==> config.mk <==
export PLATFORM = sky130hd
export DESIGN_NAME = isd_queue
export DESIGN_NICKNAME = d
export VERILOG_FILES = /design/src/design/isd_pkg.sv /design/src/design/isd_queue.sv
export SDC_FILE = /design/constraint.sdc
export NUM_CORES = 1
export LEC_CHECK = 0
export ABC_AREA = 0
export BUFFER_PORTS_ARGS = -buffer_cell sky130_fd_sc_hd__clkbuf_2
export CAP_MARGIN = 20
export CORE_MARGIN = 2
export CORE_UTILIZATION = 50
export CTS_CLUSTER_SIZE = 12
export DETAILED_ROUTE_END_ITERATION = 8
export PLACE_DENSITY = 0.79
export SETUP_SLACK_MARGIN = 0.02
export SYNTH_ARGS = -nofsm -noshare
export SYNTH_HDL_FRONTEND = slang
export SYNTH_SLANG_ARGS = --single-unit
==> constraint.sdc <==
create_clock -name clk -period 2.4 [get_ports clk]
set_input_delay 0 -clock clk [delete_from_list [all_inputs] [get_ports clk]]
set_output_delay 0 -clock clk [all_outputs]
set_load 0.01 [all_outputs]
==> src/design/isd_pkg.sv <==
// Shared types and constants for the id sized packet deframer.
// Used by isd_front, isd_queue, isd_back and the top level; depends on nothing.
package isd_pkg;

  // Number of id bits that index the size table; ids with higher bits set are unknown.
  localparam int ID_BITS     = 12;
  localparam int TABLE_DEPTH = 1 << ID_BITS;

  localparam int SIZE_W  = 15;
  localparam logic [SIZE_W-1:0] MAX_LEN = 15'h7FFF;

  // Queue between the front and the back.
  localparam int Q_DEPTH = 4;
  localparam int Q_PTR_W = 2;
  localparam int Q_LVL_W = 3;

  // Operation codes carried on in_tuser.
  localparam logic OP_BYTE  = 1'b0;
  localparam logic OP_WRITE = 1'b1;

  // Result kinds.
  localparam logic [1:0] KIND_BYTE    = 2'd0;
  localparam logic [1:0] KIND_UNKNOWN = 2'd1;
  localparam logic [1:0] KIND_BADLEN  = 2'd2;

  // Size table codes.
  localparam logic [SIZE_W-1:0] SIZE_UNKNOWN  = 15'd0;
  localparam logic [SIZE_W-1:0] SIZE_VARIABLE = 15'd1;

  // One stream byte together with the size table word looked up for it.
  typedef struct packed {
    logic [7:0]        data_byte;
    logic [SIZE_W-1:0] size;
  } entry_t;

  typedef enum logic [3:0] {
    ST_ID0,
    ST_ID1,
    ST_LEN0,
    ST_LEN1,
    ST_BODY,
    ST_HDR_HI,
    ST_VLEN_B1,
    ST_VLEN_B2,
    ST_VLEN_B3,
    ST_REHDR
  } back_state_t;

endpackage

==> src/design/isd_queue.sv <==
// Short queue of looked-up stream bytes between the front and the back.
// Depends on isd_pkg.
module isd_queue (
  input  logic                        clk,
  input  logic                        rst_n,
  input  logic                        push,
  input  isd_pkg::entry_t             push_data,
  input  logic                        pop,
  output logic                        pop_valid,
  output isd_pkg::entry_t             pop_data,
  output logic [isd_pkg::Q_LVL_W-1:0] level
);

  isd_pkg::entry_t             slots_r [isd_pkg::Q_DEPTH];
  logic [isd_pkg::Q_PTR_W-1:0] wr_ptr_r;
  logic [isd_pkg::Q_PTR_W-1:0] rd_ptr_r;
  logic [isd_pkg::Q_LVL_W-1:0] level_r;

  always_ff @(posedge clk) begin
    if (push) begin
      slots_r[wr_ptr_r] <= push_data;
    end
  end

  always_ff @(posedge clk) begin
    if (!rst_n) begin
      wr_ptr_r <= '0;
      rd_ptr_r <= '0;
      level_r  <= '0;
    end else begin
      if (push) begin
        wr_ptr_r <= wr_ptr_r + 1'b1;
      end
      if (pop) begin
        rd_ptr_r <= rd_ptr_r + 1'b1;
      end
      if (push && !pop) begin
        level_r <= level_r + 1'b1;
      end else if (pop && !push) begin
        level_r <= level_r - 1'b1;
      end
    end
  end

  assign pop_valid = (level_r != '0);
  assign pop_data  = slots_r[rd_ptr_r];
  assign level     = level_r;

  // The front reserves room before it accepts, so the queue never overflows.
  a_no_overflow: assert property (@(posedge clk) disable iff (!rst_n)
    (level_r == isd_pkg::Q_LVL_W'(isd_pkg::Q_DEPTH)) |-> (!push || pop))
    else $error("queue pushed while full");

  a_no_underflow: assert property (@(posedge clk) disable iff (!rst_n)
    pop |-> pop_valid)
    else $error("queue popped while empty");

endmodule

# [After elaboration in Yosys (flattened, before gate mapping)]
# Memory sizes are Yosys's and may differ from the RTL's. A register that Yosys moved wholly into a read port is not among the register bits.
# Index checks and enable logic that the tools add are counted.
[totals] n_memories=1 regBits=7 in_bits=27 output_inout_bits=27 ram_bits=92
[op_classes] muxes=6 add_sub_neg=4 reduce_logical=6
[mem_list] memory="slots_r" depth=4 word_bits=23 read_ports=1 rd_clocked_by_memory_dff=1 write_ports=1 line="isd_queue.sv:14" text="isd_pkg::entry_t slots_r [isd_pkg::Q_DEPTH];"
[ops] cell="$mux W3" count=2
[ops] cell="$add A2 B1 Y2 const B" count=2
[ops] cell="$mux W2" count=2
[ops] cell="$add A3 B1 Y3 const B" count=1
[ops] cell="$reduce_bool A3 Y1" count=1
[ops] cell="$sub A3 B1 Y3 const B" count=1
[ops] cell="$logic_and A1 B1 Y1" count=2
[ops] cell="$logic_not A1 Y1" count=2
[ops] cell="$mux W1" count=2
[ops] cell="$reduce_bool A2 Y1" count=1

# [Longest topological paths before layout]
[depth] depth_word=4 ltp_mapped=7

# [Worst setup path after synthesis]
# No wires, ideal clock.
[synth_path] path_type="reg2reg" startpoint="register wr_ptr_r[0] (netlist name)" endpoint="memory slots_r[2][0] (netlist name) (enable)" setup_slack_ps=890 synth_period_minus_slack_ps=1510 stages_incl_launch_ff=4 path_buffers=0 setup_ps=382 arrival_ps=1129 path_cell_list="dfxtp_1 > inv_1 > ha_1 > and2_1"
[synth_lines] element="start: declaration" line="isd_queue.sv:15" text="logic [isd_pkg::Q_PTR_W-1:0] wr_ptr_r;"
[synth_lines] element="start signal: assignment" line="isd_queue.sv:32" text="wr_ptr_r <= wr_ptr_r + 1'b1;"
[synth_lines] element="end: declaration" line="isd_queue.sv:14"
# No word-level cell before the write port.

==> qor.yml <==
yosys:
  synth_area_leaders: "edfxtp_1 73%, mux4_2 12%, dfxtp_1 4.8%"
  synth_cell_types: 19
  yosys_warnings: 0
  synth_top_area_share_pct: 72.8
  yosysTopAreaCell: "edfxtp_1"
  synth.avg_cell_area_sq_um: 23.4
  synth_area_sq_um: 3790
  synth-seq-cells: 101
  seq_area_frac_synth_pct: 77.6
  syn_inst: 162
  synth_nets: 195
routing:
  drtPass1Iterations: 4
  drt_wl_total_mm: 6.10
  avgViaCountPerCell: 5.01
  drtIter0Drc: 68
  wl_per_cell_microns: 17.2
  postRouteAntennaNets: 0
  drc_errors: 0
  vias: 1779
timing:
  slew_violations: 0
  grt_setup_unrepaired: "false"
  fin_crit_ps: 1870
  timing.fmax_ghz: 0.535
  hold_violations: 0
  slew_headroom_pct: 70.1
  timing.final.setup_violations: 0
  min_period_over_period_pct: 77.9
  tns_ps: 0
  fin_worst_skew_ps: 6.11
  max_slew.worst_pin.slew_ps: 448
floorplan:
  fp.dieH_microns: 91.1
  die_area_sq_um: 8300
  rows: 31
  core-area_sq_um: 7290
  die_w_microns: 91.1
  ios: 54
  initial_core_util_pct: 52.0
worst_setup_path:
  path_class: "reg2out"
  cp.arrival_ps: 1870
  critical_path.startpoint_type: "register"
  cp_max_fo: 11
  required_ps: 2400
  cp-end-kind: "output pin"
grt:
  antenna_found_initial: 0
  track_usage_pct: 16.4
  grt_first_pass_wirelength_mm: 10.2
  grt_pass1_vias: 2004
  grt_overflow_total: 0
  grt_most_used_layer: "met2"
  grt_start_max_net_pins: 24
  grtUsageMet2_pct: 26.8
  grt_use_met3_pct: 3.49
  grt_util_met1_pct: 21.2
place:
  io_buffers: 53
  hpwl_mm: 3.87
  dp_cells: 316
  gp_congestion: 0.709
  placed_cell_area_sq_um: 4190
power_and_ir_drop:
  leakagePower_nw: 1.65
  ir_drop_uv: 359
  power.density_nw_per_um2: 772
finish:
  layout.cells.non_filler: 355
  final_layout_size_suffix_gt1_share_pct: 36.7
  post-route-util_pct: 63.5
  n_antenna_cell: 0
  area_growth_pct: 22.1
  fin_area_sq_um: 4630
  layout.nets: 285
min_path:
  holdCritPathClass: "in2reg"
job:
  maxCapViolations: 0
cts:
  clock_latency_ps: 350
  numCtsBuffers: 9
  cts_num_sinks: 101
  path_clk_slew_ps: 80
  clock-root-buffer: "clkbuf_8"
  cts_max_level: 3
  clockBufferDepth: 2
  cts_tree: "built"
run_status:
  status: "completed"
[layout by cell type, fill, tap and decap left out, drive strengths merged]
cell	instances
clkinv	2
o21ai	1
mux2i	2
xor2	3
clkinvlp	1
and2	9
clkbuf	63
edfxtp	92
dlygate4sd3	24
nand2	1
mux4	23
or3	2
nor2b	2
fa	1
buf	7
a21boi	1
xnor2	2
dfxtp	9
bufinv	2
inv	4
ha	5
[repair_timing]
item / 4_1_cts / 5_1_grt
hold buffers: 24 / 0
buffers inserted: 0 / 0
resized for setup: 0 / 0
hold endpoints to repair: 101 / 0
[critical path, stage by stage, from the launching register on]
cell,delay [ps]
dfxtp_2,550
buf_4,280
mux4_2,540
clkbuf_2,150
[power breakdown]
part,internal (W),switching [W]
clock network,0.000576,0.000521
logic,0.000219,0.000202
registers,0.00201,0.0000448
[registers in the layout, indices dropped and copies added, names as in the netlist, named ones only]
| name | cells |
|---|---|
| wr_ptr_r | 2 |
| slots_r | 92 |
| rd_ptr_r | 2 |
| level | 3 |
[synthesized netlist by cell type]
cell type  number
fa_1            1
xnor2_1         2
edfxtp_1       92
inv_1           4
buf_6           1
ha_1            5
o21ai_0         1
mux4_1          3
a21boi_0        1
dfxtp_1         9
mux2i_1         2
buf_12          2
xor2_1          3
or3_1           2
buf_2           2
nor2b_1         2
nand2_1         1
and2_1          9
mux4_2         20
[cell type report]
type                            count  area (sq um)
Clock buffer                       10           128
Clock inverter                      5          76.3
Fill cell                         535          2660
Inverter                            4          15.0
Multi-Input combinational cell     52           773
Sequential cell                   101          2940
Tap cell                           99           124
Timing Repair Buffer               84           571
[worst paths after layout]
kind / from / endpoint / slack (ps) / depth (start not counted)
hold / removal: pop / register / 20 / 3
setup / recovery: register / pop_data[9] / 530 / 3
setup reg to reg: level[0] / level[2] / 900 / 4
hold reg to reg: level[2] / level[2] / 520 / 2
[routing by layer]
layer	vias up	share of wire, %
met4	0	1.9
met1	880	44
met5	-	0
li1	840	-
met3	13	4.1
met2	46	50
[per-stage QoR]
stage	power, W	worst slack, ps	hold WS, ps
3_5_place_dp	0.00249	879	225
5_1_grt	0.00372	412	48.1
6_report	0.00358	530	16.6
2_1_floorplan	0.00234	890	98.9
4_1_cts	0.00361	485	0.865
3_3_place_gp	0.00248	922	221
[cell families after synthesis]
kind of cell / share of synthesized area (%)
xor gates and xnor gates: 1.15
DFF: 77.6
buffers and inverters: 2.01
and+or+nand+nor: 2.24
AOI/OAI and AO/OA: 0.330
adders and majority gates: 2.18
muxes: 14.5
No activity file was read; power rests on OpenSTA's default activity.
