File: src/design/isd_pkg.sv
// Shared types and constants for the id sized packet deframer.
// Used by isd_front, isd_queue, isd_back and the top level; depends on nothing.
package isd_pkg;

  // Number of id bits that index the size table; ids with higher bits set are unknown.
  localparam int ID_BITS     = 12;
  localparam int TABLE_DEPTH = 1 << ID_BITS;

  localparam int SIZE_W  = 15;
  localparam logic [SIZE_W-1:0] MAX_LEN = 15'h7FFF;

  // Queue between the front and the back.
  localparam int Q_DEPTH = 4;
  localparam int Q_PTR_W = 2;
  localparam int Q_LVL_W = 3;

  // Operation codes carried on in_tuser.
  localparam logic OP_BYTE  = 1'b0;
  localparam logic OP_WRITE = 1'b1;

  // Result kinds.
  localparam logic [1:0] KIND_BYTE    = 2'd0;
  localparam logic [1:0] KIND_UNKNOWN = 2'd1;
  localparam logic [1:0] KIND_BADLEN  = 2'd2;

  // Size table codes.
  localparam logic [SIZE_W-1:0] SIZE_UNKNOWN  = 15'd0;
  localparam logic [SIZE_W-1:0] SIZE_VARIABLE = 15'd1;

  // One stream byte together with the size table word looked up for it.
  typedef struct packed {
    logic [7:0]        data_byte;
    logic [SIZE_W-1:0] size;
  } entry_t;

  typedef enum logic [3:0] {
    ST_ID0,
    ST_ID1,
    ST_LEN0,
    ST_LEN1,
    ST_BODY,
    ST_HDR_HI,
    ST_VLEN_B1,
    ST_VLEN_B2,
    ST_VLEN_B3,
    ST_REHDR
  } back_state_t;

endpackage

File: src/design/isd_back.sv
// Back part of the deframer: header and body state machine and the output register.
// Depends on isd_pkg; takes looked-up bytes from isd_queue.
module isd_back (
  input  logic            clk,
  input  logic            rst_n,
  input  logic            q_valid,
  input  isd_pkg::entry_t q_data,
  output logic            q_pop,
  output logic            out_tvalid,
  input  logic            out_tready,
  output logic [39:0]     out_tdata,
  output logic [2:0]      out_tuser,
  output logic            out_tlast
);

  isd_pkg::back_state_t       state_r, state_nxt;
  logic [15:0]                cur_id_r, cur_id_nxt;
  logic [7:0]                 id_lo_r, id_lo_nxt;
  logic [7:0]                 len_lo_r, len_lo_nxt;
  logic [15:0]                cur_len_r, cur_len_nxt;
  logic [isd_pkg::SIZE_W-1:0] rem_r, rem_nxt;
  logic [isd_pkg::SIZE_W-1:0] size_r, size_nxt;

  logic                       out_valid_r;
  logic [1:0]                 o_kind_r;
  logic [7:0]                 o_byte_r;
  logic                       o_first_r, o_last_r;
  logic [15:0]                o_id_r, o_len_r;

  logic                       can_emit;
  logic                       emit;
  logic [1:0]                 e_kind;
  logic [7:0]                 e_byte;
  logic                       e_first, e_last;
  logic [15:0]                e_id, e_len;

  logic [7:0]                 b;
  logic [15:0]                hdr_id;
  logic [isd_pkg::SIZE_W-1:0] hdr_size;
  logic                       hdr_oob;
  logic [isd_pkg::SIZE_W-1:0] hdr_eff;
  logic [15:0]                vlen;
  logic                       vlen_bad;

  assign can_emit = !out_valid_r || out_tready;
  assign b        = q_data.data_byte;

  // Header lookup is shared by a freshly received id and by a bad length reparsed as an id.
  assign hdr_id   = (state_r == isd_pkg::ST_REHDR) ? cur_id_r : {b, id_lo_r};
  assign hdr_size = (state_r == isd_pkg::ST_REHDR) ? size_r : q_data.size;
  assign hdr_oob  = (hdr_id >> isd_pkg::ID_BITS) != 16'd0;
  assign hdr_eff  = hdr_oob ? isd_pkg::SIZE_UNKNOWN : hdr_size;

  assign vlen     = {b, len_lo_r};
  assign vlen_bad = (vlen < 16'd4) || (vlen > {1'b0, isd_pkg::MAX_LEN});

  always_comb begin
    state_nxt   = state_r;
    cur_id_nxt  = cur_id_r;
    id_lo_nxt   = id_lo_r;
    len_lo_nxt  = len_lo_r;
    cur_len_nxt = cur_len_r;
    rem_nxt     = rem_r;
    size_nxt    = size_r;
    q_pop       = 1'b0;
    emit        = 1'b0;
    e_kind      = isd_pkg::KIND_BYTE;
    e_byte      = 8'd0;
    e_first     = 1'b0;
    e_last      = 1'b0;
    e_id        = cur_id_r;
    e_len       = cur_len_r;

    if (can_emit) begin
      unique case (state_r)
        isd_pkg::ST_ID1, isd_pkg::ST_REHDR: begin
          if (state_r == isd_pkg::ST_REHDR || q_valid) begin
            q_pop      = (state_r == isd_pkg::ST_ID1);
            cur_id_nxt = hdr_id;
            id_lo_nxt  = hdr_id[7:0];
            e_id       = hdr_id;
            if (hdr_eff == isd_pkg::SIZE_UNKNOWN) begin
              emit      = 1'b1;
              e_kind    = isd_pkg::KIND_UNKNOWN;
              e_len     = 16'd0;
              state_nxt = isd_pkg::ST_ID0;
            end else if (hdr_eff == isd_pkg::SIZE_VARIABLE) begin
              state_nxt = isd_pkg::ST_LEN0;
            end else begin
              emit        = 1'b1;
              e_byte      = hdr_id[7:0];
              e_first     = 1'b1;
              e_len       = {1'b0, hdr_eff};
              cur_len_nxt = {1'b0, hdr_eff};
              rem_nxt     = hdr_eff - isd_pkg::SIZE_W'(2);
              state_nxt   = isd_pkg::ST_HDR_HI;
            end
          end
        end
        isd_pkg::ST_HDR_HI: begin
          emit      = 1'b1;
          e_byte    = cur_id_r[15:8];
          e_last    = (rem_r == '0);
          state_nxt = (rem_r == '0) ? isd_pkg::ST_ID0 : isd_pkg::ST_BODY;
        end
        isd_pkg::ST_LEN0: begin
          if (q_valid) begin
            q_pop      = 1'b1;
            len_lo_nxt = b;
            state_nxt  = isd_pkg::ST_LEN1;
          end
        end
        isd_pkg::ST_LEN1: begin
          if (q_valid) begin
            q_pop = 1'b1;
            emit  = 1'b1;
            e_len = vlen;
            if (vlen_bad) begin
              // Drop the id and parse the two length bytes as the next id.
              e_kind     = isd_pkg::KIND_BADLEN;
              cur_id_nxt = vlen;
              size_nxt   = q_data.size;
              state_nxt  = isd_pkg::ST_REHDR;
            end else begin
              e_byte      = cur_id_r[7:0];
              e_first     = 1'b1;
              cur_len_nxt = vlen;
              rem_nxt     = vlen[isd_pkg::SIZE_W-1:0] - isd_pkg::SIZE_W'(4);
              state_nxt   = isd_pkg::ST_VLEN_B1;
            end
          end
        end
        isd_pkg::ST_VLEN_B1: begin
          emit      = 1'b1;
          e_byte    = cur_id_r[15:8];
          state_nxt = isd_pkg::ST_VLEN_B2;
        end
        isd_pkg::ST_VLEN_B2: begin
          emit      = 1'b1;
          e_byte    = len_lo_r;
          state_nxt = isd_pkg::ST_VLEN_B3;
        end
        isd_pkg::ST_VLEN_B3: begin
          emit      = 1'b1;
          e_byte    = cur_len_r[15:8];
          e_last    = (rem_r == '0);
          state_nxt = (rem_r == '0) ? isd_pkg::ST_ID0 : isd_pkg::ST_BODY;
        end
        isd_pkg::ST_BODY: begin
          if (q_valid) begin
            q_pop     = 1'b1;
            emit      = 1'b1;
            e_byte    = b;
            e_last    = (rem_r == isd_pkg::SIZE_W'(1));
            rem_nxt   = rem_r - 1'b1;
            state_nxt = (rem_r == isd_pkg::SIZE_W'(1)) ? isd_pkg::ST_ID0 : isd_pkg::ST_BODY;
          end
        end
        default: begin
          if (q_valid) begin
            q_pop     = 1'b1;
            id_lo_nxt = b;
            state_nxt = isd_pkg::ST_ID1;
          end
        end
      endcase
    end
  end

  always_ff @(posedge clk) begin
    if (!rst_n) begin
      state_r     <= isd_pkg::ST_ID0;
      out_valid_r <= 1'b0;
    end else begin
      state_r <= state_nxt;
      if (can_emit) begin
        out_valid_r <= emit;
      end
    end
  end

  always_ff @(posedge clk) begin
    cur_id_r  <= cur_id_nxt;
    id_lo_r   <= id_lo_nxt;
    len_lo_r  <= len_lo_nxt;
    cur_len_r <= cur_len_nxt;
    rem_r     <= rem_nxt;
    size_r    <= size_nxt;
    if (can_emit && emit) begin
      o_kind_r  <= e_kind;
      o_byte_r  <= e_byte;
      o_first_r <= e_first;
      o_last_r  <= e_last;
      o_id_r    <= e_id;
      o_len_r   <= e_len;
    end
  end

  assign out_tvalid = out_valid_r;
  assign out_tdata  = {o_len_r, o_id_r, o_byte_r};
  assign out_tuser  = {o_first_r, o_kind_r};
  assign out_tlast  = o_last_r;

  // A packet in its body always has at least one byte still to come.
  a_body_nonzero: assert property (@(posedge clk) disable iff (!rst_n)
    (state_r == isd_pkg::ST_BODY) |-> (rem_r != '0))
    else $error("body state with no bytes remaining");

  // Header follow-up states emit from stored fields and never take a new byte.
  a_no_pop_in_followup: assert property (@(posedge clk) disable iff (!rst_n)
    (state_r == isd_pkg::ST_HDR_HI || state_r == isd_pkg::ST_VLEN_B1 ||
     state_r == isd_pkg::ST_VLEN_B2 || state_r == isd_pkg::ST_VLEN_B3 ||
     state_r == isd_pkg::ST_REHDR) |-> !q_pop)
    else $error("queue popped during header follow-up");

endmodule

File: config.mk
export PLATFORM = sky130hd
export DESIGN_NAME = isd_back
export DESIGN_NICKNAME = d
export VERILOG_FILES = /design/src/design/isd_pkg.sv /design/src/design/isd_back.sv
export SDC_FILE = /design/constraint.sdc
export NUM_CORES = 1
export LEC_CHECK = 0
export BUFFER_PORTS_ARGS = -buffer_cell sky130_fd_sc_hd__clkbuf_2
export CAP_MARGIN = 20
export CORE_ASPECT_RATIO = 0.75
export CORE_MARGIN = 10
export CORE_UTILIZATION = 35
export CTS_CLUSTER_DIAMETER = 40
export DETAILED_ROUTE_END_ITERATION = 6
export SYNTH_ARGS = -nofsm -noshare
export SYNTH_HDL_FRONTEND = slang
export SYNTH_SLANG_ARGS = --single-unit
export TNS_END_PERCENT = 10
File: constraint.sdc
create_clock -name clk -period 14 [get_ports clk]
set_input_delay 2.1 -clock clk [delete_from_list [all_inputs] [get_ports clk]]
set_output_delay 2.1 -clock clk [all_outputs]
set_load 0.05 [all_outputs]
Word level (Yosys, flattened, before mapping):

Index checks and enable logic that the tools add are counted.

* reduce and logical (&&, ||, !) cells: 25
* $add $sub $neg: 3
* magnitude comparators: 2
* muxes and demuxes: 69
* equality and inequality tests: 19
* bitwise operators: 1

Operators with widths (count)
* 16-bit 2-to-1 mux: 15
* 15-bit 2-to-1 mux: 8
* 16-bit one-hot mux with 2 select lines: 3
* 8-bit 2-to-1 mux: 8
* 8-bit one-hot mux with 6 select lines: 1
* 15-bit one-hot mux with 3 select lines: 1
* 15-bit by 1-bit == test with 1-bit output (second input constant): 2
* 15-bit logical NOT: 2
* 4-bit one-hot mux with 7 select lines: 1
* 4-bit 2-to-1 mux: 6
* 4-bit by 3-bit == test with 1-bit output (second input constant): 4
* 16-bit by 15-bit > comparator with 1-bit output (second input constant): 1
* 16-bit by 3-bit < comparator with 1-bit output (second input constant): 1
* 2-bit != test (second input constant): 8
* 8-bit one-hot mux with 2 select lines: 1
* 16-bit nonzero test: 1
* 15-bit by 1-bit subtractor with 15-bit output (second input constant): 1
* 15-bit by 2-bit subtractor with 15-bit output (second input constant): 1
* 15-bit by 3-bit subtractor with 15-bit output (second input constant): 1
* 1-bit 2-to-1 mux: 14
* 3-bit 2-to-1 mux: 4
* 4-bit AND reduction: 3
* 6-bit AND reduction: 2
* 4-bit by 2-bit == test with 1-bit output (second input constant): 2
* other kinds (18): 28

* output and inout port bits: 46
* register bits after elaboration: 127
* input bits: 27
* word-level logic and storage cells: 133

Depth between registers and ports, before layout:

Gate-level depths: netlist of run 1.

* depth in word-level cells: 11
* mapped depth: 12
* gate-level depth less buffers: 10

Worst setup path after synthesis of run 1:

OpenSTA, ideal clock, no wires.

* path type: input to register
* start: in q_data[21] (netlist bit)
* end: reg o_byte_r[0] (enable)
* setup time: 0.512 ns
* arrival: 6.857 ns
* required time: 13.488 ns
* path buffers: 3
* cell stages on the path: 10
* path slack: 6.631 ns
* cell sequence: buf_2 nor4_4 and2_4 buf_6 a22o_2 nor3_4 buf_2 nand3_1 o221ai_1 o31ai_1

* cells in the longest elaborated chain, start to end: 10
* elaborated cells between the ends (all ways): 11
* those cells by class: 1 x eq/ne; 7 x mux; 3 x reduce/logical

RTL lines
* start: declaration: line isd_back.sv:7 `input isd_pkg::entry_t q_data,`
* 16-bit 2-to-1 mux *: line isd_back.sv:49 `assign hdr_id = (state_r == isd_pkg::ST_REHDR) ? cur_id_r : {b, id_lo_r};`
* 16-bit nonzero test *: line isd_back.sv:51 `assign hdr_oob = (hdr_id >> isd_pkg::ID_BITS) != 16'd0;`
* 15-bit 2-to-1 mux *: line isd_back.sv:52 `assign hdr_eff = hdr_oob ? isd_pkg::SIZE_UNKNOWN : hdr_size;`
* 15-bit by 1-bit == test with 1-bit output: line isd_back.sv:87 `end else if (hdr_eff == isd_pkg::SIZE_VARIABLE) begin`
* 1-bit 2-to-1 mux: line isd_back.sv:87
* 1-bit 2-to-1 mux *: line isd_back.sv:82 `if (hdr_eff == isd_pkg::SIZE_UNKNOWN) begin`
* 1-bit 2-to-1 mux *: line isd_back.sv:77 `if (state_r == isd_pkg::ST_REHDR || q_valid) begin`
* 1-bit one-hot mux with 3 select lines *: line isd_back.sv:75 `unique case (state_r)`
* 1-bit 2-to-1 mux *: line isd_back.sv:74 `if (can_emit) begin`
* via emit: line isd_back.sv:31 `logic emit;`
* 1-bit logical AND *: line isd_back.sv:189 `if (can_emit && emit) begin`
* end signal: assignment: line isd_back.sv:191 `o_byte_r <= e_byte;`
* end: declaration: line isd_back.sv:26 `logic [7:0] o_byte_r;`

The timed path passes the listed nets; every way through them passes the cells marked *.
A chain may end at the register's enable or synchronous reset.

Final worst setup path of run 1:

* start: in out_tready
* end: out q_pop

* cells in the longest elaborated chain, start to end: 2

RTL lines
* start: declaration: line isd_back.sv:10 `input logic out_tready,`
* 1-bit logical OR: line isd_back.sv:45 `assign can_emit = !out_valid_r || out_tready;`
* 1-bit 2-to-1 mux: line isd_back.sv:74
* end: declaration: line isd_back.sv:8 `output logic q_pop,`

Every way passes these cells.

==> results.md, run 1 <==
Critical path:
- Data on the critical path arrives at its endpoint at 3340 ps.
- The largest single stage delay on the critical path is 460 ps.
- On the critical path the largest part of the delay comes from simple AND/OR/NAND/NOR gates.
- The setup path with the least slack is of type input port to output port.
- The required arrival time at the worst endpoint is 11900 ps.
- The kind of start point of the critical path is an input port.
- The most common cell type on the critical path is sky130_fd_sc_hd__clkbuf_2.
- The signal on the critical path passes through clkbuf_2 -> nand2b_1 -> nand2_1 -> nor2_1 -> clkbuf_2.
- The critical path crosses 5 cells after its start point.
- The number of buffers and inverters on the critical path is 2.
- Along the worst path, the maximum fanout reaches 13.
- On the critical path, the stage with the largest delay is an instance of sky130_fd_sc_hd__nand2b_1.
- The number of cells on the worst reg-to-reg path is 9.
- STA classifies the critical path endpoint as an output port.

Clock network:
- After clock tree synthesis, the setup repair step added 0 buffers.
- The number of H-tree levels is 4.
- Counting along the longest clock path gives a buffer depth of 2.
- TritonCTS built the clock tree.
- The post-cts resize count is 0.
- The clock drives 127 sinks.
- The CTS root buffer is sky130_fd_sc_hd__clkbuf_16.
- For the worst-skew pair, the clock arrives at the later sink with an insertion delay of 430 ps.
- The hold buffer count at CTS is 0.
- The number of clock buffers added by TritonCTS is 17.
- The clock-pin slew on the worst setup and hold paths is 50 ps.

Floorplanning:
- The die outline area is 28000 µm².
- The core area is 21200 µm².
- In this run the vertical extent of the chip is 147 µm.
- The starting density of the core is 35.7%.
- In this run the horizontal extent of the chip is 190 µm.
- In this run the core area contains 46 standard-cell rows.
- 73 I/O pins were placed.

Synthesis:
- For this run, asynchronously set or reset flops after synthesis account for 0%.
- For this run, the number of Yosys warnings is 0.
- The number of flops mapped to enable cells by yosys is 122.
- The number of instances in the synthesized netlist is 719.
- The commonest register cell after synthesis is sky130_fd_sc_hd__edfxtp_1.
- The part of the Yosys area used for sequential elements is 49.6%.
- The average instance area after synthesis is 10.5 µm².
- The synthesized flop and latch total is 127.
- The netlist uses 68 different library cells.
- The mapped netlist covers 7580 µm².
- The number of nets handed over by synthesis was 750.

Final layout:
- The number of nets in the layout is 801.
- The proportion of layout cells with a drive suffix above 1 is 22.3%.
- 0 antenna diodes ended up in the layout.
- Leaving out fill and tap cells, the most frequent cell in the layout is sky130_fd_sc_hd__edfxtp_1.
- The relative area change from synthesis to final layout is 16.2%.
- The library cells used most frequently in the layout, excluding fill and tap cells, are sky130_fd_sc_hd__edfxtp_1, sky130_fd_sc_hd__clkbuf_2, sky130_fd_sc_hd__nor2_1, sky130_fd_sc_hd__nand2_1, sky130_fd_sc_hd__o21ai_0.

Timing:
- Timing would allow up to 184 MHz.
- The number of hold violations in the final report came to 0.
- The minimum clock period is 5440 ps.
- The worst-case clock skew is 9.15 ps.
- The final max-slew violation count was 0.
- The worst pin sits at a relative slew slack of 30.2%.
- At the pin with the least slew margin, the transition time is 1050 ps.
- The final total negative setup slack is 0 ps.
- The post-route clock period utilization is 38.9%.
- Setup repair after global routing left no endpoint under its margin.
- The setup violation total in the final timing report is 0.

Detailed routing:
- The detailed-route via count is 6312.
- In this run the remaining antenna-violating nets after routing total 0.
- After detailed routing, the number of remaining DRC violations is 0.
- The average wire length per cell after detail routing is 23.3 µm.
- The final routed wirelength across all metal layers is 25.0 mm.
- The count of TritonRoute iterations in the first routing pass is 5.
- The ratio of routed vias to standard cells is 5.89.
- After the first detailed-routing iteration, the DRC count stood at 790.

Global route:
- Global routing used 6.39% of the available met3 tracks.
- The first-pass GRT wire length is 38.3 mm.
- The maximum number of pins on one net before global-route repair is 35.
- met1 is the most crowded layer.
- For this run the aggregate overflow at the end of global routing stands at 0.
- Across every metal layer, demand over resource in global routing totals 17.8%.
- The number of antenna violations at the first check in global routing is 0.
- The global-route track usage on met2 is 23.3%.
- The number of global-route vias before repair came to 6096.
- For this run, global-route usage on met1 was measured as 26.4%.

Power and ir drop:
- Summed over all nets, the switching power comes to 271 µW.
- For this design the ratio of total power to cell area is 119 nW/µm².
- Combinational logic burns 11.5% of the power.
- The clock network burns 45.3% of the power.
- The cell leakage power is 0.00319 µW.
- Total power for the finished layout comes to 1040 µW.
- The share of total power in sequential cells is 43.2%.
- The net switching fraction of the power is 25.9%.
- The worst-case IR drop observed on VDD is 0.0673 mV.
- The total internal power is 773 µW.

Placement:
- The global placer's final weighted congestion is 0.923.
- Port buffering added 72 buffers.
- Detailed placement finished with a half-perimeter wire length of 18.2 mm.

Hold path:
- The worst hold path class is flip-flop to flip-flop.
- Counting instances, the worst hold path has a depth of 1.

Job:
- Max-cap violations in this run came to 0.

Outcome:
- The run finished with clean final reports.
==> cells in the mapped netlist, drive strengths merged (2+ instances only) <==
master	count	share of area, %
clkbuf	35	1.7
a31oi	15	1.2
dfxtp	5	1.3
nor2b	5	0.41
a22oi	34	3.4
mux2i	34	4.5
o21ai	55	3.6
o22ai	9	0.74
nand2	62	3.1
o2111ai	2	0.23
o41ai	4	0.46
nor4	10	1.6
nor2	61	3.0
o21bai	4	0.54
o31ai	6	0.59
xnor2	10	1.2
o221ai	5	0.58
edfxtp	122	48
a211oi	3	0.30
ha	4	0.66
buf	19	1.7
mux2	33	4.9
or3	2	0.17
xor2	17	2.0
nand2b	8	0.66
o211ai	2	0.20
nand4	4	0.41
and2	11	0.94
inv	8	0.40
a221o	8	1.1
a21oi	44	3.0
nor3	26	1.9
nand3	15	1.1
a22o	7	0.84
o21a	4	0.40
and3	10	0.83
==> per-layer routing <==
metal / part of all wire (%) / up-vias
li1: - / 2872
met1: 47 / 3063
met2: 40 / 346
met3: 12 / 31
met4: 1.6 / 0
met5: 0 / -
==> final timing paths <==
path,startpoint,endpoint,slack (ps)
hold / removal,cur_len_r[2],o_len_r[2],620
setup reg to reg,state_r[3],o_len_r[2],9740
hold reg to reg,cur_len_r[2],o_len_r[2],620
setup / recovery,out_tready,q_pop,8560
==> power by group through the flow <==
stage	clock network, µW	registers [µW]	logic, µW
floorplan	0	476	63.7
global placement	0	459	117
detailed placement	0	459	117
CTS	477	451	118
global route	492	454	129
finish	473	452	120
==> sequential cells by signal, indices dropped and copies added, names as in the netlist <==
register	cells
out_tvalid	1
id_lo_r	8
out_tlast	1
size_r	15
cur_len_r	16
len_lo_r	8
o_first_r	1
state_r	4
rem_r	15
o_kind_r	2
o_byte_r	8
cur_id_r	16
o_id_r	16
o_len_r	16
==> cells by family after synthesis <==
family | share of synthesized area (%)
AOI/OAI and AO/OA | 18.3
adders and majority gates | 0.660
muxes | 9.39
xor gates and xnor gates | 3.12
buffers and inverters | 3.83
DFF | 49.6
and+or+nand+nor | 15.0
==> layout make-up <==
| cell class | instances | area, µm² |
|---|---|---|
| Fill cell | 2039 | 12400 |
| Tap cell | 288 | 360 |
| Clock buffer | 18 | 429 |
| Sequential cell | 127 | 3760 |
| Timing Repair Buffer | 86 | 469 |
| Multi-Input combinational cell | 529 | 3560 |
| Inverter | 9 | 33.8 |
| Clock inverter | 14 | 191 |
==> worst reg2reg max path: stages, from the launching register on <==
cell                        delay (ps)
sky130_fd_sc_hd__dfxtp_1           490
sky130_fd_sc_hd__buf_4             390
sky130_fd_sc_hd__nand4bb_4         520
sky130_fd_sc_hd__and2_4            420
sky130_fd_sc_hd__a22oi_2           490
sky130_fd_sc_hd__nor4_4            110
sky130_fd_sc_hd__nand3_1           110
sky130_fd_sc_hd__o221ai_1          180
sky130_fd_sc_hd__o31ai_4           650
sky130_fd_sc_hd__buf_4             520
==> metrics by stage <==
step | cells | hold WS (ps) | utilization, % | setup WS [ps] | cell area, µm²
floorplan | 719 | 549 | - | 6630 | 7580
global placement | 1038 | 604 | 38.5 | 8530 | 8180
detailed placement | 1038 | 594 | 38.5 | 8390 | 8180
CTS | 1070 | 621 | 41.4 | 8570 | 8800
global route | 1071 | 656 | 41.5 | 8420 | 8810
finish | 1071 | 620 | 41.5 | 8560 | 8810
(Power assumes the default switching activity.)
==> inputs of run 2 (changes only) <==
Clock period 14 ns to 4.9 ns, I/O delays scaled along.
==> results.md, run 2 (same netlist as run 1, synthesis figures left out) <==
Critical path:
- The required arrival time at the worst endpoint is 5060 ps (was 11900 ps).
- The endpoint type of the worst setup path is a flip-flop (was output port).
- The kind of start point of the critical path is a flip-flop (was input port).
- The highest fanout seen on the critical path came to 23 (was 13).
- The type of the worst setup path is flip-flop to flip-flop (was input port to output port).
- The arrival time at the worst endpoint is 3930 ps (was 3340 ps).

Final layout:
- The filler cell count in the final layout is 2033 (was 2039).
- The commonest non-fill, non-tap cell in the layout is sky130_fd_sc_hd__edfxtp_1 (unchanged).
- The relative area change from synthesis to final layout is 15.8% (was 16.2%).
- The diode insertion count for antenna repair came to 0 (unchanged).
- The proportion of layout cells with a drive suffix above 1 is 22.5% (was 22.3%).
- The final non-filler cell total was 1071 (unchanged).
- The number of nets in the layout is 801 (unchanged).
- The register area is 3760 µm² (unchanged).
- The total area of multi-input combinational cells came to 3560 µm² (unchanged).
- Top library cells by usage in the layout, fill and taps aside: sky130_fd_sc_hd__edfxtp_1, sky130_fd_sc_hd__clkbuf_2, sky130_fd_sc_hd__nor2_1, sky130_fd_sc_hd__nand2_1, sky130_fd_sc_hd__o21ai_0 (unchanged).

Detailed routing:
- The initial DRC count was 1024 (was 790).
- The final routed wirelength across all metal layers is 25.8 mm (was 25.0 mm).
- The average wire length per cell after detail routing came to 24.1 µm (was 23.3 µm).
- The ratio of routed vias to standard cells was 6.01 (was 5.89).
- The final antenna-violating net count is 0 (unchanged).
- The detailed-route via count is 6436 (was 6312).
- The count of TritonRoute iterations in the first routing pass was 6 (was 5).
- The number of remaining DRC errors is 0 (unchanged).

Timing:
- The final max-slew violation count is 0 (unchanged).
- Unrepaired setup endpoints after global routing: false (unchanged).
- Of the available clock period, the critical path in the final layout requires 76.9%.
- The post-layout worst setup margin was 1130 ps (was 8560 ps).
- The number of hold violations in the final report is 0 (unchanged).
- The transition time of the tightest slew-check pin is 1060 ps (was 1050 ps).
- For this run, the top clock speed supported by timing is 265 MHz.
- The worst relative slew slack is 29.4% (was 30.2%).
- The setup violation total in the final timing report is 0 (unchanged).
- Subtracting the final worst setup slack from the clock period gives 3770 ps.
- The final worst hold slack is 516 ps (was 620 ps).
- The final total negative setup slack is 0 ps (unchanged).
- The worst-case clock skew is 9.14 ps (was 9.15 ps).

Placement:
- The number of input and output port buffers inserted came to 72 (unchanged).
- The sum of net half-perimeters after detailed placement is 18.6 mm (was 18.2 mm).
- The setup slack at placement is 1110 ps (was 8390 ps).
- The global placer's final weighted congestion is 0.964 (was 0.923).
- The number of cells in the design after placement came to 1039 (was 1038).

Outcome:
- Result of the run: complete, no violations (unchanged).

Clock network:
- The clock-pin slew on the worst setup and hold paths came to 60 ps (was 50 ps).
- The total CTS buffers is 17 (unchanged).
- The CTS root buffer was sky130_fd_sc_hd__clkbuf_16 (unchanged).
- The post-cts resize count came to 0 (unchanged).
- The hold buffer count at CTS is 0 (unchanged).
- The buffer depth of the longest clock path is 2 (unchanged).
- The post-CTS setup buffer count is 0 (unchanged).
- The clock tree from TritonCTS was done (unchanged).
- The number of sinks driven by the clock tree came to 127 (unchanged).
- The number of H-tree levels came to 4 (unchanged).
- The clock latency on the worst-skew pair came to 430 ps (about the same).

Global route:
- The maximum number of pins on one net before global-route repair is 45 (was 35).
- The number of antenna violations at the first check in global routing is 0 (unchanged).
- The first-pass GRT wire length was 39.4 mm (was 38.3 mm).
- The number of global-route vias before repair is 6138 (was 6096).
- The overall global routing resource usage is 18.4% (was 17.8%).
- The total congestion overflow is 0 (unchanged).

Floorplanning:
- The core area is 21200 µm² (unchanged).
- The number of placed I/O pins is 73 (unchanged).
- The starting density of the core came to 35.7% (unchanged).
- The number of placement rows is 46 (unchanged).
- The chip height was 147 µm (unchanged).
- The die outline area is 28000 µm² (unchanged).
- The chip width is 190 µm (unchanged).

Power and ir drop:
- The total power density per cell area was 336 nW/µm² (was 119 nW/µm²).
- The maximum resistive drop on vdd came to 0.214 mV (was 0.0673 mV).
- The total power consumption of the routed design was 2950 µW (was 1040 µW).
- The cell leakage power was 0.00319 µW (about the same).

Hold path:
- The worst hold path class is input port to flip-flop (was flip-flop to flip-flop).

Job:
- The count of max-cap constraint violations is 0 (unchanged).
-- run 2: area by class of cell --
type / instances / share of cell area, %
Multi-Input combinational cell: 529 / 40.6
Clock inverter: 15 / 1.94
Sequential cell: 127 / 42.9
Tap cell: 288 / 4.10
Inverter: 9 / 0.385
Timing Repair Buffer: 86 / 5.30
Clock buffer: 17 / 4.84
-- run 2: through the flow --
stage | util (%) | instance area [µm²]
floorplan | - | 7590
global placement | 38.5 | 8190
detailed placement | 38.5 | 8190
CTS | 41.3 | 8780
global route | 41.3 | 8780
finish | 41.3 | 8780
-- run 2: critical path: stages, from the launching register on --
cell	delay (ps)
sky130_fd_sc_hd__dfxtp_1	490
sky130_fd_sc_hd__nand4bb_4	700
sky130_fd_sc_hd__and2_4	410
sky130_fd_sc_hd__a22o_1	290
sky130_fd_sc_hd__inv_1	140
sky130_fd_sc_hd__ha_1	180
sky130_fd_sc_hd__inv_1	60
sky130_fd_sc_hd__nor3_1	600
sky130_fd_sc_hd__o2111ai_1	250
sky130_fd_sc_hd__xnor2_1	230
sky130_fd_sc_hd__o21ai_0	100
-- run 2: where the power goes --
part	switching, µW	internal, µW	leakage (µW)	total, µW
registers	41.2	1250	0.00117	1300
logic	236	106	0.00172	342
clock network	545	765	0.000295	1310
total	822	2130	0.00319	2950
-- run 2: final timing paths --
path	from	end	slack, ps	cells past startpoint
setup / recovery	state_r[2]	rem_r[13]	1130	10
hold / removal	q_data[7]	size_r[7]	520	1
setup reg to reg	state_r[2]	rem_r[13]	1130	10
hold reg to reg	cur_len_r[2]	o_len_r[2]	600	1
-- run 2: metal layers --
metal	GRT usage [%]	part of all wire, %
met1	27.8	48
met3	6.11	11
met2	23.9	39
met5	0	0
met4	5.07	1.7
==> inputs of run 3 (changes only) <==
Clock period 4.9 ns to 3.12 ns, I/O delays scaled along.
==> results.md, run 3 (same netlist as run 1, synthesis figures left out) <==
Global route:
- The number of antenna violations at the first check in global routing came to 1 (was 0).
- The maximum number of pins on one net before global-route repair is 42 (was 45).
- The total congestion overflow is 0 (unchanged).
- The first-pass GRT wire length is 38.2 mm (was 39.4 mm).
- The number of global-route vias before repair is 6233 (was 6138).
- The overall global routing resource usage is 17.6% (was 18.4%).

Power and ir drop:
- The cell leakage power is 0.00346 µW (was 0.00319 µW).
- The maximum resistive drop on vdd came to 0.324 mV (was 0.214 mV).
- The total power density per cell area is 517 nW/µm² (was 336 nW/µm²).

Critical path:
- The kind of start point of the critical path is a flip-flop (unchanged).
- The required arrival time at the worst endpoint is 3340 ps (was 5060 ps).
- The master of the slowest instance on the critical path is sky130_fd_sc_hd__dfxtp_1 (was sky130_fd_sc_hd__nand4bb_4).
- The capturing point of the worst reg2reg path is o_len_r[8] (was rem_r[13]).
- The startpoint of the worst register-to-register path was state_r[3] (was state_r[2]).
- The number of cells on the worst reg-to-reg path is 9 (was 10).
- Series of cell instances along the critical path: nor4bb_1 -> buf_4 -> and2_1 -> a22oi_2 -> nor4_4 -> and2_1 -> buf_4 -> o21ai_0 -> a31oi_1 (was nand4bb_4 -> and2_4 -> a22o_1 -> inv_1 -> ha_1 -> inv_1 -> nor3_1 -> o2111ai_1 -> xnor2_1 -> o21ai_0).
- The worst stage delay on the critical path is 400 ps (was 700 ps).
- The number of buffers and inverters on the critical path is 2 (unchanged).
- The slack of the worst reg-to-reg path came to 230 ps (was 1130 ps).
- The highest fanout seen on the critical path came to 8 (was 23).
- The arrival time at the worst endpoint came to 3110 ps (was 3930 ps).
- The endpoint type of the worst setup path is a flip-flop (unchanged).
- The top cell family by delay on the critical path is simple AND/OR/NAND/NOR gates (unchanged).
- The type of the worst setup path is flip-flop to flip-flop (unchanged).

Timing:
- The final worst hold slack is 248 ps (was 516 ps).
- The minimum clock period is 2890 ps (was 3770 ps).
- The worst relative slew slack is 46.8% (was 29.4%).
- The final max-slew violation count is 0 (unchanged).
- Unrepaired setup endpoints after global routing: false (unchanged).
- The post-route clock period utilization was 92.5% (was 76.9%).
- The achievable clock frequency was 347 MHz (was 265 MHz).
- The post-layout worst setup margin is 235 ps (was 1130 ps).
- The setup violation total in the final timing report is 0 (unchanged).
- The worst-case clock skew is 8.12 ps (was 9.14 ps).
- The transition time of the tightest slew-check pin is 798 ps (was 1060 ps).
- The final total negative setup slack is 0 ps (unchanged).
- The number of hold violations in the final report is 0 (unchanged).

Final layout:
- Top library cells by usage in the layout, fill and taps aside: sky130_fd_sc_hd__edfxtp_1, sky130_fd_sc_hd__clkbuf_2, sky130_fd_sc_hd__nor2_1, sky130_fd_sc_hd__nand2_1, sky130_fd_sc_hd__buf_4 (was sky130_fd_sc_hd__edfxtp_1, sky130_fd_sc_hd__clkbuf_2, sky130_fd_sc_hd__nor2_1, sky130_fd_sc_hd__nand2_1, sky130_fd_sc_hd__o21ai_0).
- The diode insertion count for antenna repair came to 0 (unchanged).
- The final non-filler cell total is 1118 (was 1071).
- The cell area after layout was 9250 µm² (was 8780 µm²).
- The commonest non-fill, non-tap cell in the layout is sky130_fd_sc_hd__edfxtp_1 (unchanged).
- The number of nets in the layout is 848 (was 801).
- The proportion of layout cells with a drive suffix above 1 is 27.2% (was 22.5%).
- The relative area change from synthesis to final layout was 22.0% (was 15.8%).

Detailed routing:
- The detailed-routing wirelength on met1 is 11.6 mm (was 12.3 mm).
- The ratio of routed vias to standard cells is 5.82 (was 6.01).
- The highest metal layer with signal wires is met4 (unchanged).
- The amount of wire on met2 after detailed routing is 10.3 mm (was 10.1 mm).
- The final routed wirelength across all metal layers is 24.8 mm (was 25.8 mm).
- The count of TritonRoute iterations in the first routing pass is 6 (unchanged).
- The average wire length per cell after detail routing is 22.2 µm (was 24.1 µm).
- The routed wire length on met3 is 2.66 mm (was 2.91 mm).
- The initial DRC count is 924 (was 1024).
- The final antenna-violating net count came to 0 (unchanged).
- The number of remaining DRC errors is 0 (unchanged).
- The detailed-route via count is 6512 (was 6436).

Clock network:
- The total CTS buffers is 17 (unchanged).
- The clock-pin slew on the worst setup and hold paths is 60 ps (about the same).
- The clock latency on the worst-skew pair is 430 ps (about the same).
- The buffer depth of the longest clock path came to 2 (unchanged).
- The number of H-tree levels is 4 (unchanged).
- The CTS root buffer is sky130_fd_sc_hd__clkbuf_16 (unchanged).
- The number of sinks driven by the clock tree is 127 (unchanged).
- The clock tree from TritonCTS was done (unchanged).

Placement:
- The number of cells in the design after placement was 1086 (was 1039).
- The placement-stage cell area came to 8610 µm² (was 8190 µm²).
- The sum of net half-perimeters after detailed placement is 18.1 mm (was 18.6 mm).
- The number of input and output port buffers inserted is 72 (unchanged).
- The setup slack at placement came to 132 ps (was 1110 ps).
- The global placer's final weighted congestion is 0.892 (was 0.964).

Floorplanning:
- The core area came to 21200 µm² (unchanged).
- The starting density of the core was 35.7% (unchanged).
- The number of placed I/O pins was 73 (unchanged).
- The chip height is 147 µm (unchanged).
- The number of placement rows was 46 (unchanged).
- The chip width is 190 µm (unchanged).
- The die outline area was 28000 µm² (unchanged).

Job:
- The count of max-cap constraint violations is 0 (unchanged).

Hold path:
- The worst min-delay path endpoint was size_r[7] (unchanged).
- The number of stages on the worst hold path was 1 (unchanged).
- The beginning of the worst hold path is q_data[7] (unchanged).
- The worst hold path class is input port to flip-flop (unchanged).

Outcome:
- Result of the run: complete, no violations (unchanged).
-- run 3: what timing repair did --
item	CTS	global route
setup buffers	0	0
hold buffers	0	0
gates resized for setup	0	2
setup endpoints to repair	0	34
-- run 3: worst max-delay path by stage --
| stage | startpoint | cells past startpoint | to |
|---|---|---|---|
| 2_1_floorplan | q_data[21] | 10 | o_byte_r[0] |
| 3_3_place_gp | q_data[19] | 12 | rem_r[13] |
| 3_5_place_dp | state_r[0] | 11 | rem_r[13] |
| 4_1_cts | state_r[0] | 11 | rem_r[13] |
| 5_1_grt | state_r[3] | 9 | o_len_r[6] |
| 6_report | state_r[3] | 9 | o_len_r[8] |
-- run 3: report_power, final --
group	switching (µW)	internal [µW]
sequential	54.7	1970
combinational	376	206
clock	824	1350
-- run 3: through the flow --
step	power (µW)	util, %
2_1_floorplan	2420	-
3_3_place_gp	2630	40.5
3_5_place_dp	2630	40.5
4_1_cts	4800	43.5
5_1_grt	4930	43.5
6_report	4780	43.5
-- run 3: layout make-up --
cell class,count,area (µm²)
Inverter,9,33.8
Clock buffer,17,425
Timing Repair Buffer,133,868
Sequential cell,127,3760
Tap cell,288,360
Clock inverter,15,209
Multi-Input combinational cell,529,3590
Fill cell,2015,12000
-- run 3: layer usage --
metal / track usage (%) / vias up
met1: 25.9 / 3209
met3: 5.64 / 20
met5: 0 / -
li1: - / 2944
met2: 24.5 / 339
met4: 3.37 / 0
